<file path="src/rtl/fleet_update_sequencer_defines.svh">
// Assertion macros shared by the fleet update sequencer RTL.
`ifndef FLEET_UPDATE_SEQUENCER_DEFINES_SVH
`define FLEET_UPDATE_SEQUENCER_DEFINES_SVH

`ifndef ASSERT_OFF

`define FUS_ASSERT_IMPLIES(label, clk, rstn, ante, cons) \
    label: assert property (@(posedge clk) disable iff (!(rstn)) (ante) |-> (cons)) \
        else $error("fleet_update_sequencer: same-cycle check failed");

`define FUS_ASSERT_NEXT(label, clk, rstn, ante, cons) \
    label: assert property (@(posedge clk) disable iff (!(rstn)) (ante) |=> (cons)) \
        else $error("fleet_update_sequencer: next-cycle check failed");

`else

`define FUS_ASSERT_IMPLIES(label, clk, rstn, ante, cons)

`define FUS_ASSERT_NEXT(label, clk, rstn, ante, cons)

`endif

`endif

</file>
<file path="src/rtl/fus_pkg.sv">
// Types, codes and beat layouts of the fleet update sequencer.
`default_nettype none

package fus_pkg;

    localparam int IN_TDATA_W  = 160;
    localparam int OUT_TDATA_W = 48;
    localparam int CMD_W       = 3;
    localparam int ACT_W       = 3;
    localparam int PHASE_W     = 2;
    localparam int CFG_INDEX_W = 2;
    localparam int CFG_DATA_W  = 32;

    localparam logic [CMD_W-1:0] CMD_LOAD_ZONE = 3'd0;
    localparam logic [CMD_W-1:0] CMD_START     = 3'd1;
    localparam logic [CMD_W-1:0] CMD_CANCEL    = 3'd2;
    localparam logic [CMD_W-1:0] CMD_TICK      = 3'd3;
    localparam logic [CMD_W-1:0] CMD_ACK       = 3'd4;
    localparam logic [CMD_W-1:0] CMD_SUBMITTED = 3'd5;

    localparam logic [ACT_W-1:0] ACT_NONE     = 3'd0;
    localparam logic [ACT_W-1:0] ACT_START    = 3'd1;
    localparam logic [ACT_W-1:0] ACT_DONE     = 3'd2;
    localparam logic [ACT_W-1:0] ACT_FAILED   = 3'd3;
    localparam logic [ACT_W-1:0] ACT_ACCEPTED = 3'd4;
    localparam logic [ACT_W-1:0] ACT_BUSY     = 3'd5;
    localparam logic [ACT_W-1:0] ACT_INVALID  = 3'd6;

    localparam logic [PHASE_W-1:0] PH_PRECHECK = 2'd0;
    localparam logic [PHASE_W-1:0] PH_WAIT_ACK = 2'd1;
    localparam logic [PHASE_W-1:0] PH_WAIT_HB  = 2'd2;

    localparam logic [CFG_INDEX_W-1:0] CFG_HOLD_TIME    = 2'd0;
    localparam logic [CFG_INDEX_W-1:0] CFG_UPTIME_LIMIT = 2'd1;

    localparam logic [31:0] HOLD_TIME_RESET    = 32'd180000;
    localparam logic [31:0] UPTIME_LIMIT_RESET = 32'd60;

    // Input beat payload; the last member sits in the lowest bits.
    typedef struct packed {
        logic [6:0]  pad;
        logic        success;
        logic [15:0] seq;
        logic [31:0] hb_arrival;
        logic [31:0] hb_up_secs;
        logic [23:0] fw_version;
        logic        hb_seen;
        logic        online;
        logic        image_good;
        logic [7:0]  zone_id;
        logic [4:0]  zone_number;
        logic [31:0] now_ms;
    } in_data_t;

    // Result beat payload; the last member sits in the lowest bits.
    typedef struct packed {
        logic [4:0]         pad;
        logic [7:0]         current_zone;
        logic [PHASE_W-1:0] run_phase;
        logic               run_active;
        logic [23:0]        new_version;
        logic [7:0]         action_zone;
    } out_data_t;

endpackage

`default_nettype wire

</file>
<file path="src/rtl/fus_ram.sv">
// Generic single-port-write, registered-read RAM.
`default_nettype none

module fus_ram #(
    parameter int WIDTH = 8,
    parameter int DEPTH = 16
) (
    input  wire                                      aclk,
    input  wire                                      wr_en,
    input  wire  [(DEPTH > 1 ? $clog2(DEPTH) : 1)-1:0] wr_addr,
    input  wire  [WIDTH-1:0]                         wr_data,
    input  wire                                      rd_en,
    input  wire  [(DEPTH > 1 ? $clog2(DEPTH) : 1)-1:0] rd_addr,
    output logic [WIDTH-1:0]                         rd_data
);

    logic [WIDTH-1:0] mem [DEPTH];

    always_ff @(posedge aclk) begin
        if (wr_en) begin
            mem[wr_addr] <= wr_data;
        end
        if (rd_en) begin
            rd_data <= mem[rd_addr];
        end
    end

endmodule

`default_nettype wire

</file>
<file path="src/rtl/fleet_update_sequencer.sv">
// Top level of the fleet update sequencer: event decode, run state and result register.
`default_nettype none

`include "fleet_update_sequencer_defines.svh"

// The sequencer takes one event beat per cycle and returns exactly one result beat for
// each, in the cycle after the event is accepted; a new event is taken in the same cycle
// that the previous result is taken, so with the result side ready it sustains one beat
// per cycle. All decisions for an event are made in one pass of compare logic between the
// input handshake and the result register. The zone list lives in a small RAM whose
// registered read port follows the current zone position, so the current zone identifier
// of a result beat is read out of that port. Configuration writes are accepted in every
// cycle outside reset, and no event beat is taken while reset is held.
module fleet_update_sequencer #(
    parameter int MAX_ZONES = 16
) (
    input  wire                                      aclk,
    input  wire                                      aresetn,
    input  wire                                      s_tvalid,
    output logic                                     s_tready,
    // now_ms, zone_number, zone_id, image_good, online, hb_seen, fw_version, hb_up_secs,
    // hb_arrival, seq, success, zero pad
    input  wire  [fus_pkg::IN_TDATA_W-1:0]           s_tdata,
    // command
    input  wire  [fus_pkg::CMD_W-1:0]                s_tuser,
    output logic                                     m_tvalid,
    input  wire                                      m_tready,
    // action_zone, new_version, run_active, run_phase, current_zone, zero pad
    output logic [fus_pkg::OUT_TDATA_W-1:0]          m_tdata,
    // action
    output logic [fus_pkg::ACT_W-1:0]                m_tuser,
    input  wire                                      cfg_valid,
    output logic                                     cfg_ready,
    input  wire  [fus_pkg::CFG_INDEX_W-1:0]          cfg_index,
    input  wire  [fus_pkg::CFG_DATA_W-1:0]           cfg_data
);

    localparam int PW = (MAX_ZONES > 1) ? $clog2(MAX_ZONES) : 1;
    localparam logic [31:0] MAX_ZONES_U = 32'(MAX_ZONES);

    fus_pkg::in_data_t in_d;
    fus_pkg::out_data_t out_d;

    logic                         s_accept;
    logic [31:0]                  hold_time_reg;
    logic [31:0]                  uptime_limit_reg;

    logic [4:0]                   total_reg, total_next;
    logic [PW-1:0]                pos_reg, pos_next;
    logic                         running_reg, running_next;
    logic [fus_pkg::PHASE_W-1:0]  phase_reg, phase_next;
    logic                         cancel_reg, cancel_next;
    logic [15:0]                  exp_seq_reg, exp_seq_next;
    logic [31:0]                  deadline_reg, deadline_next;
    logic [31:0]                  ack_time_reg, ack_time_next;
    logic [23:0]                  old_version_reg, old_version_next;

    logic                         m_tvalid_reg;
    logic [fus_pkg::ACT_W-1:0]    out_action_reg, out_action_next;
    logic [7:0]                   out_zone_reg, out_zone_next;
    logic [23:0]                  out_version_reg, out_version_next;
    logic                         out_active_reg;
    logic [fus_pkg::PHASE_W-1:0]  out_phase_reg;

    logic                         load_en;
    logic [7:0]                   zone_q;
    logic [31:0]                  arrive_diff;
    logic [31:0]                  deadline_diff;
    logic                         last_zone;
    logic                         hb_fresh;
    logic                         hb_confirms;

    assign in_d      = fus_pkg::in_data_t'(s_tdata);
    assign s_tready  = aresetn && (!m_tvalid_reg || m_tready);
    assign s_accept  = s_tvalid && s_tready;
    assign cfg_ready = aresetn;

    assign arrive_diff   = in_d.hb_arrival - ack_time_reg;
    assign deadline_diff = in_d.now_ms - deadline_reg;
    assign last_zone     = (32'(pos_reg) + 32'd1) >= 32'(total_reg);
    assign hb_fresh      = in_d.hb_seen && (arrive_diff != 32'd0) && !arrive_diff[31];
    assign hb_confirms   = hb_fresh && ((in_d.fw_version != old_version_reg)
                                        || (in_d.hb_up_secs < uptime_limit_reg));

    always_comb begin
        total_next       = total_reg;
        pos_next         = pos_reg;
        running_next     = running_reg;
        phase_next       = phase_reg;
        cancel_next      = cancel_reg;
        exp_seq_next     = exp_seq_reg;
        deadline_next    = deadline_reg;
        ack_time_next    = ack_time_reg;
        old_version_next = old_version_reg;
        out_action_next  = fus_pkg::ACT_NONE;
        out_zone_next    = 8'd0;
        out_version_next = 24'd0;
        load_en          = 1'b0;
        case (s_tuser)
            fus_pkg::CMD_LOAD_ZONE: begin
                if (!running_reg && (32'(in_d.zone_number) < MAX_ZONES_U)) begin
                    load_en = 1'b1;
                end
            end
            fus_pkg::CMD_START: begin
                if (running_reg) begin
                    out_action_next = fus_pkg::ACT_BUSY;
                end else if ((in_d.zone_number == 5'd0)
                             || (32'(in_d.zone_number) > MAX_ZONES_U)) begin
                    out_action_next = fus_pkg::ACT_INVALID;
                end else begin
                    total_next       = in_d.zone_number;
                    pos_next         = '0;
                    running_next     = 1'b1;
                    phase_next       = fus_pkg::PH_PRECHECK;
                    cancel_next      = 1'b0;
                    exp_seq_next     = 16'd0;
                    deadline_next    = 32'd0;
                    ack_time_next    = 32'd0;
                    old_version_next = 24'd0;
                    out_action_next  = fus_pkg::ACT_ACCEPTED;
                end
            end
            fus_pkg::CMD_CANCEL: begin
                if (running_reg) begin
                    if (phase_reg == fus_pkg::PH_PRECHECK) begin
                        running_next = 1'b0;
                    end else begin
                        cancel_next = 1'b1;
                    end
                end
            end
            fus_pkg::CMD_TICK: begin
                if (running_reg && (phase_reg == fus_pkg::PH_PRECHECK)) begin
                    out_zone_next = zone_q;
                    if (!in_d.image_good || !in_d.online) begin
                        out_action_next = fus_pkg::ACT_FAILED;
                        running_next    = 1'b0;
                    end else begin
                        out_action_next = fus_pkg::ACT_START;
                        phase_next      = fus_pkg::PH_WAIT_ACK;
                    end
                end else if (running_reg && (phase_reg == fus_pkg::PH_WAIT_HB)) begin
                    if (hb_confirms) begin
                        out_action_next  = fus_pkg::ACT_DONE;
                        out_zone_next    = zone_q;
                        out_version_next = in_d.fw_version;
                        if (cancel_reg || last_zone) begin
                            running_next = 1'b0;
                        end else begin
                            pos_next   = pos_reg + PW'(1);
                            phase_next = fus_pkg::PH_PRECHECK;
                        end
                    end else if (!deadline_diff[31]) begin
                        out_action_next = fus_pkg::ACT_FAILED;
                        out_zone_next   = zone_q;
                        running_next    = 1'b0;
                    end
                end
            end
            fus_pkg::CMD_ACK: begin
                if (running_reg && (phase_reg == fus_pkg::PH_WAIT_ACK)
                    && (in_d.seq == exp_seq_reg)) begin
                    if (!in_d.success) begin
                        out_action_next = fus_pkg::ACT_FAILED;
                        out_zone_next   = zone_q;
                        running_next    = 1'b0;
                    end else begin
                        phase_next    = fus_pkg::PH_WAIT_HB;
                        ack_time_next = in_d.now_ms;
                    end
                end
            end
            fus_pkg::CMD_SUBMITTED: begin
                if (running_reg && (phase_reg == fus_pkg::PH_WAIT_ACK)) begin
                    if (!in_d.success) begin
                        out_action_next = fus_pkg::ACT_FAILED;
                        out_zone_next   = zone_q;
                        running_next    = 1'b0;
                    end else begin
                        exp_seq_next     = in_d.seq;
                        deadline_next    = in_d.now_ms + hold_time_reg;
                        old_version_next = in_d.fw_version;
                    end
                end
            end
            default: begin
            end
        endcase
    end

    fus_ram #(
        .WIDTH (8),
        .DEPTH (MAX_ZONES)
    ) u_zone_ram (
        .aclk    (aclk),
        .wr_en   (s_accept && load_en),
        .wr_addr (PW'(in_d.zone_number)),
        .wr_data (in_d.zone_id),
        .rd_en   (s_accept),
        .rd_addr (pos_next),
        .rd_data (zone_q)
    );

    always_ff @(posedge aclk) begin
        if (!aresetn) begin
            hold_time_reg    <= fus_pkg::HOLD_TIME_RESET;
            uptime_limit_reg <= fus_pkg::UPTIME_LIMIT_RESET;
        end else if (cfg_valid && cfg_ready) begin
            case (cfg_index)
                fus_pkg::CFG_HOLD_TIME:    hold_time_reg    <= cfg_data;
                fus_pkg::CFG_UPTIME_LIMIT: uptime_limit_reg <= cfg_data;
                default: begin
                end
            endcase
        end
    end

    always_ff @(posedge aclk) begin
        if (!aresetn) begin
            total_reg       <= 5'd0;
            pos_reg         <= '0;
            running_reg     <= 1'b0;
            phase_reg       <= fus_pkg::PH_PRECHECK;
            cancel_reg      <= 1'b0;
            exp_seq_reg     <= 16'd0;
            deadline_reg    <= 32'd0;
            ack_time_reg    <= 32'd0;
            old_version_reg <= 24'd0;
            m_tvalid_reg    <= 1'b0;
        end else begin
            if (s_accept) begin
                total_reg       <= total_next;
                pos_reg         <= pos_next;
                running_reg     <= running_next;
                phase_reg       <= phase_next;
                cancel_reg      <= cancel_next;
                exp_seq_reg     <= exp_seq_next;
                deadline_reg    <= deadline_next;
                ack_time_reg    <= ack_time_next;
                old_version_reg <= old_version_next;
                m_tvalid_reg    <= 1'b1;
            end else if (m_tready) begin
                m_tvalid_reg <= 1'b0;
            end
        end
    end

    always_ff @(posedge aclk) begin
        if (s_accept) begin
            out_action_reg  <= out_action_next;
            out_zone_reg    <= out_zone_next;
            out_version_reg <= out_version_next;
            out_active_reg  <= running_next;
            out_phase_reg   <= running_next ? phase_next : fus_pkg::PH_PRECHECK;
        end
    end

    // The zone RAM is read at the position left by the same beat, so its output
    // already holds the current zone while the result waits.
    always_comb begin
        out_d              = '0;
        out_d.action_zone  = out_zone_reg;
        out_d.new_version  = out_version_reg;
        out_d.run_active   = out_active_reg;
        out_d.run_phase    = out_phase_reg;
        out_d.current_zone = out_active_reg ? zone_q : 8'd0;
    end

    assign m_tvalid = m_tvalid_reg;
    assign m_tdata  = out_d;
    assign m_tuser  = out_action_reg;

    `FUS_ASSERT_IMPLIES(a_phase_known, aclk, aresetn, running_reg,
        (phase_reg == fus_pkg::PH_PRECHECK) || (phase_reg == fus_pkg::PH_WAIT_ACK)
        || (phase_reg == fus_pkg::PH_WAIT_HB))
    `FUS_ASSERT_IMPLIES(a_pos_in_run, aclk, aresetn, running_reg,
        (32'(pos_reg) < 32'(total_reg)) && (32'(total_reg) <= MAX_ZONES_U))
    `FUS_ASSERT_NEXT(a_start_shows_run, aclk, aresetn,
        s_accept && (out_action_next == fus_pkg::ACT_ACCEPTED),
        m_tvalid_reg && out_active_reg && (out_phase_reg == fus_pkg::PH_PRECHECK))
    `FUS_ASSERT_NEXT(a_done_advances, aclk, aresetn,
        s_accept && (out_action_next == fus_pkg::ACT_DONE) && running_next,
        running_reg && (phase_reg == fus_pkg::PH_PRECHECK) && !cancel_reg)

endmodule

`default_nettype wire
</file>
<file path="config.mk">
export PLATFORM = sky130hd
export DESIGN_NAME = fleet_update_sequencer
export DESIGN_NICKNAME = d
export VERILOG_FILES = /design/src/rtl/fus_pkg.sv /design/src/rtl/fus_ram.sv /design/src/rtl/fleet_update_sequencer.sv
export VERILOG_INCLUDE_DIRS = /design/src /design/src/rtl
export SDC_FILE = /design/constraint.sdc
export NUM_CORES = 1
export LEC_CHECK = 0
export BUFFER_PORTS_ARGS = -buffer_cell sky130_fd_sc_hd__buf_2
export CORE_MARGIN = 2
export CORE_UTILIZATION = 45
export DETAILED_ROUTE_END_ITERATION = 7
export PLACE_DENSITY = 0.64
export SYNTH_ARGS = -nofsm -noshare
export SYNTH_HDL_FRONTEND = slang
export SYNTH_SLANG_ARGS = --single-unit
</file>
<file path="constraint.sdc">
create_clock -name aclk -period 10.74 [get_ports aclk]
set_input_delay 2.685 -clock aclk [delete_from_list [all_inputs] [get_ports aclk]]
set_output_delay 2.685 -clock aclk [all_outputs]
set_load 0.05 [all_outputs]
</file>
; Word level (Yosys, flattened, before mapping)
; Memory sizes are Yosys's and may differ from the RTL's. A register that Yosys moved wholly into a read port is not among the register bits.
; Index checks and enable logic that the tools add are counted.
[word_totals]
ramBits = 128
elab_cells = 168
n_memories = 1
out_inout_bits = 54
input_bits = 202
reg_bits = 220
[classes]
n_lt_le_gt_ge = 4
n_mux = 80
reduce_logical = 38
n_bitwise = 5
eq_ne = 18
n_addsub = 5
[memory_table]
columns = memory, words, width, rd, rd_ports_with_merged_regs, write_ports, line
row1 = u_zone_ram.mem, 16, 8, 1, 1, 1, fus_ram.sv:17  ; logic [WIDTH-1:0] mem [DEPTH];
[ops]
columns = cell, count
row1 = $mux W32, 6
row2 = $pmux W32 S2, 2
row3 = $mux W24, 4
row4 = $mux W16, 4
row5 = $mux W8, 8
row6 = $sub A32 B32 Y32, 2
row7 = $pmux W24 S2, 1
row8 = $mux W2, 17
row9 = $add A32 B32 Y32, 1
row10 = $lt A32 B32 Y1, 1
row11 = $pmux W16 S2, 1
row12 = $reduce_bool A32 Y1, 1
row13 = $mux W4, 6
row14 = $ne A24 B24 Y1, 1
row15 = $pmux W8 S3, 1
row16 = $mux W1, 23
row17 = $reduce_and A6 Y1, 3
row18 = $eq A16 B16 Y1, 1
row19 = $ne A2 B2 Y1 const B, 8
row20 = $logic_and A1 B1 Y1, 12
row21 = $pmux W3 S4, 1
row22 = $pmux W4 S2, 1
row23 = $reduce_bool A2 Y1, 4
row24 = $eq A3 B2 Y1 const B, 2
row25 = other kinds (22), 39

; Depth between registers and ports, before layout
[logic_depth]
word_depth = 9
ltp_mapped = 21
mapped_depth_nobuf = 17

; Hierarchy
; A second synthesis with hierarchy kept.
[hier_totals]
cells_unflattened = 2070
area_unflattened_um2 = 20233.2
[modules_own_cells]
columns = module, cells_each, n_inst, area_per_inst_um2, seq_area_each_um2
row1 = fleet_update_sequencer, 1841, 1, 15005.6, 4784.6
row2 = fus_ram, 229, 1, 5227.5, 4083.9

; Worst setup path before layout
; Ideal clock, no wire load.
[synth_path]
path_kind = input -> register
start = input s_tdata[125] in the netlist's numbering
end = register u_zone_ram.rd_data[6], read port of u_zone_ram.mem (data pin)
slack_ns = 4.208
setup_ns = 0.284
required_time_ns = 10.456
t_arrival_ns = 6.248
path_buffers = 4
path_stages = 19
cell_sequence = ha_1 -> buf_2 -> a21oi_1 -> o21ai_0 -> a211oi_1 -> o21ai_2 -> a41oi_1 -> mux2_2 -> a2111oi_4 -> nand4_1 -> and4b_1 -> o21bai_2 -> buf_6 -> buf_12 -> buf_4 -> a21oi_1 -> a22oi_2 -> o22ai_1 -> a221oi_1
[synth_between]
elab_chain_cells = 9
word_cells_on_any_way = 10
cone_classes = add/sub: 1 / mux: 4 / reduce/logical: 5
[synth_rtl]
columns = item, line
row1 = from (decl), fleet_update_sequencer.sv:23  ; input wire [fus_pkg::IN_TDATA_W-1:0] s_tdata,
row2 = $sub A32 B32 Y32 *, fleet_update_sequencer.sv:78  ; assign arrive_diff = in_d.hb_arrival - ack_time_reg;
row3 = $reduce_bool A32 Y1, fleet_update_sequencer.sv:81  ; assign hb_fresh = in_d.hb_seen && (arrive_diff != 32'd0) && !arrive_diff[31];
row4 = $logic_and A1 B1 Y1, fleet_update_sequencer.sv:81
row5 = $logic_and A1 B1 Y1 *, fleet_update_sequencer.sv:81
row6 = $logic_and A1 B1 Y1 *, fleet_update_sequencer.sv:82  ; assign hb_confirms = hb_fresh && ((in_d.fw_version != old_version_reg)
row7 = $mux W4 *, fleet_update_sequencer.sv:144  ; if (hb_confirms) begin
row8 = $mux W4 *, fleet_update_sequencer.sv:143  ; end else if (running_reg && (phase_reg == fus_pkg::PH_WAIT_HB)) begin
row9 = $mux W4 *, fleet_update_sequencer.sv:134  ; if (running_reg && (phase_reg == fus_pkg::PH_PRECHECK)) begin
row10 = $pmux W4 S2 *, fleet_update_sequencer.sv:99  ; case (s_tuser)
row11 = to (decl), fus_ram.sv:14  ; output logic [WIDTH-1:0] rd_data
; Mark *: on every way between the ends. The rest lies on a longest branch, timed or not.
; A chain may end at the register's enable or synchronous reset.

; Final worst setup path
[layout_path]
start = input s_tdata[104] in the netlist's numbering
end = register u_zone_ram.rd_data[3], read port of u_zone_ram.mem (data pin)
; The elaborated chain is that of the path after synthesis.

==> results.md <==
- DP HPWL: 39.43 mm
- Initial DRC Count: 927
- Final Max Slew Viols: 0
- Via density: 5.451
- Port bufs: 243
- Vias in the first global route: 15361
- Initial Util: 45.32%
- Main synth FF type: dfxtp_1
- Initial antenna violation count: 4
- IO Count: 256
- CP arrival: 7.98 ns
- Post-Synthesis Cells: 2045
- Largest net degree at the start of global routing: 66
- Gr usage total: 22.91%
- Commonest non-fill, non-tap cell in the layout: buf_2
- Register-to-Register Setup Slack: 5.01 ns
- Most flop-heavy register: u_zone_ram.mem
- Finished Layout Cells: 2873
- Cell Area, Synth: 0.01995 mm2
- Hold Crit Class: flop to flop
- DRC: 0
- VDD IR max: 0.1308 mV
- DR WL/cell: 18.51 um
- Placed Area: 0.02156 mm2
- Final TNS setup: 0 ns
- Global-route wire length before repair: 83.61 mm
- H-tree levels: 2
- FFs w/ async S/R, synth: 0%
- Leak Pwr: 8.421 nW
- PostCTS Resize Cnt: 0
- DRT antenna net count: 0
- Post-synth EDFFs: 174
- FF+latch count, synth: 356
- Area of the multi-input gates: 0.01013 mm2
- Core ar.: 0.04403 mm2
- CP startpoint kind: primary input
- Setup Viol. Count Final: 0
- Max cap viols: 0
- Worst-path clk slew: 0.06 ns
- Min cycle time layout: 7.665 ns
- CP max stage delay: 0.61 ns
- Peak fanout along the critical path: 18
- GRT overflow: 0
- # hold bufs at CTS: 0
- Fillers: 4043
- Fmax: 130.5 MHz
- Pwr Total: 3.166 mW
- Clock Latency Late Sink: 0.58 ns
- Critical Path, Cell by Cell: buf_2 -> inv_1 -> ha_1 -> fa_1 -> nor2b_1 -> o31ai_1 -> a2bb2oi_1 -> a211oi_1 -> o31ai_1 -> xnor2_1 -> a2111oi_2 -> nand4_1 -> and2_1 -> o22ai_2 -> buf_4 -> nor2b_1 -> a22o_1 -> nor3_2
- Max FFs per register: 128
- DP Cell Count: 2797
- Die H: 214.6 um
- Most frequent cells in the layout: buf_2, nand2_1, dfxtp_1
- Area delta synth->final: 14.88%
- Row cnt: 77
- Routed vias: 15661
- Pre-antenna DRT Iters: 7
- Worst Skew: 0.02533 ns
- Tightest Pin Transition: 1.304 ns
- Period utilization: 71.37%
- Post-synthesis sequential area ratio: 44.45%
- Setup bufs post-CTS: 0
- Clock sinks: 356
- Final instance area: 0.02292 mm2
- Clock root cell: clkbuf_16
- P per Cell Area: 138.1 mW/mm2
- Final Hold Fails: 0
- Gpl congestion: 0.9021
- CP Data Required Time: 11.05 ns
- RSZ-0062 raised after global routing: no
- DIE AREA: 0.04604 mm2
- Final WL: 53.19 mm
- Critical path type: primary input to flop
- Die width: 214.6 um
- Crit-path slowest cell: o22ai_2
- TritonCTS buffer count: 40
- Final net count: 2581
- Synthesized area per cell: 9.757 um2
- Worst setup EP type: flop
- Netlist cell types: 95
- Clk buf depth: 3
- CTS tree: yes
- Share of layout cells above drive strength 1: 16.07%
- Status: completed
- Register Area: 0.008869 mm2
- Ys Warns: 0
- Worst slew margin: 12.39%
[layer usage]
layer | track usage [%] | vias to the layer above | routed length [um]
met5 | 0 | - | 0
li1 | - | 7765 | -
met3 | 3.149 | 87 | 2349
met4 | 7.292 | 0 | 1410
met1 | 30.66 | 7449 | 24520
met2 | 38.43 | 360 | 24920
[synth_stat cells, types with 9 or more instances]
master	count	area share (%)
buf_2	10	0.25
nor2b_1	116	3.6
o211ai_1	10	0.38
nor2_1	79	1.5
a21boi_0	52	2.0
ha_1	130	8.2
and3_1	9	0.28
a21oi_1	100	2.5
o21ai_0	77	1.9
and2_1	49	1.5
nand2b_1	23	0.72
inv_1	131	2.5
xor2_1	31	1.4
o21a_1	14	0.53
nor4_1	12	0.38
clkbuf_1	65	1.2
xnor2_1	52	2.3
a22oi_1	95	3.6
a21o_1	38	1.4
mux2i_1	50	2.5
nand4_1	21	0.66
edfxtp_1	174	26
a211oi_1	22	0.83
a2bb2oi_1	9	0.40
dfxtp_1	182	18
nand3_1	48	1.2
buf_4	11	0.41
nand2_1	225	4.2
nor3_1	25	0.63
a22o_1	10	0.44
[critical path, delay by kind of cell]
family	cells	cell delay [ns]
fa+ha+maj	2	0.61
buf+inv	3	0.45
simple gates	5	1.60
compound gates	7	2.48
xor+xnor	1	0.13
[through the flow]
stage / util [%] / hold WS (ns) / setup WS [ns]
after floorplan: - / 0.4250 / 4.208
after global placement: 48.98 / 0.4347 / 2.586
after detailed placement: 48.98 / 0.4427 / 2.557
after CTS: 52.04 / 0.4558 / 3.156
after global routing: 52.06 / 0.4921 / 2.688
final: 52.06 / 0.4483 / 3.075
[worst paths after layout]
path | start | to | depth (start not counted)
setup / recovery | s_tdata[104] | u_zone_ram.rd_data[3] | 18
hold / removal | deadline_reg[29] | deadline_reg[29] | 2
setup reg to reg | ack_time_reg[2] | u_zone_ram.rd_data[3] | 16
hold reg to reg | deadline_reg[29] | deadline_reg[29] | 2
[report_power, final]
group          switching [mW]  internal, mW
clock                   0.567         0.827
sequential            0.00636          1.43
combinational           0.207         0.125
[layout make-up]
type                            instances  area share, %
Clock inverter                         13         0.8461
Inverter                              131          2.145
Sequential cell                       356          38.69
Antenna cell                            3        0.03275
Tap cell                              592          3.231
Clock buffer                           60          5.049
Multi-Input combinational cell       1460          44.20
Timing Repair Buffer                  258          5.808
[cells by family after synthesis]
logic type,Yosys count,synth area share (%)
DFF,356,44.45
and+or+nand+nor,652,16.69
other,1,0.01879
AOI/OAI and AO/OA,523,18.39
muxes,65,3.487
adders and majority gates,132,8.353
xor gates and xnor gates,83,3.643
buffers and inverters,233,4.966
Note: power is estimated with default switching activity, not from simulation.
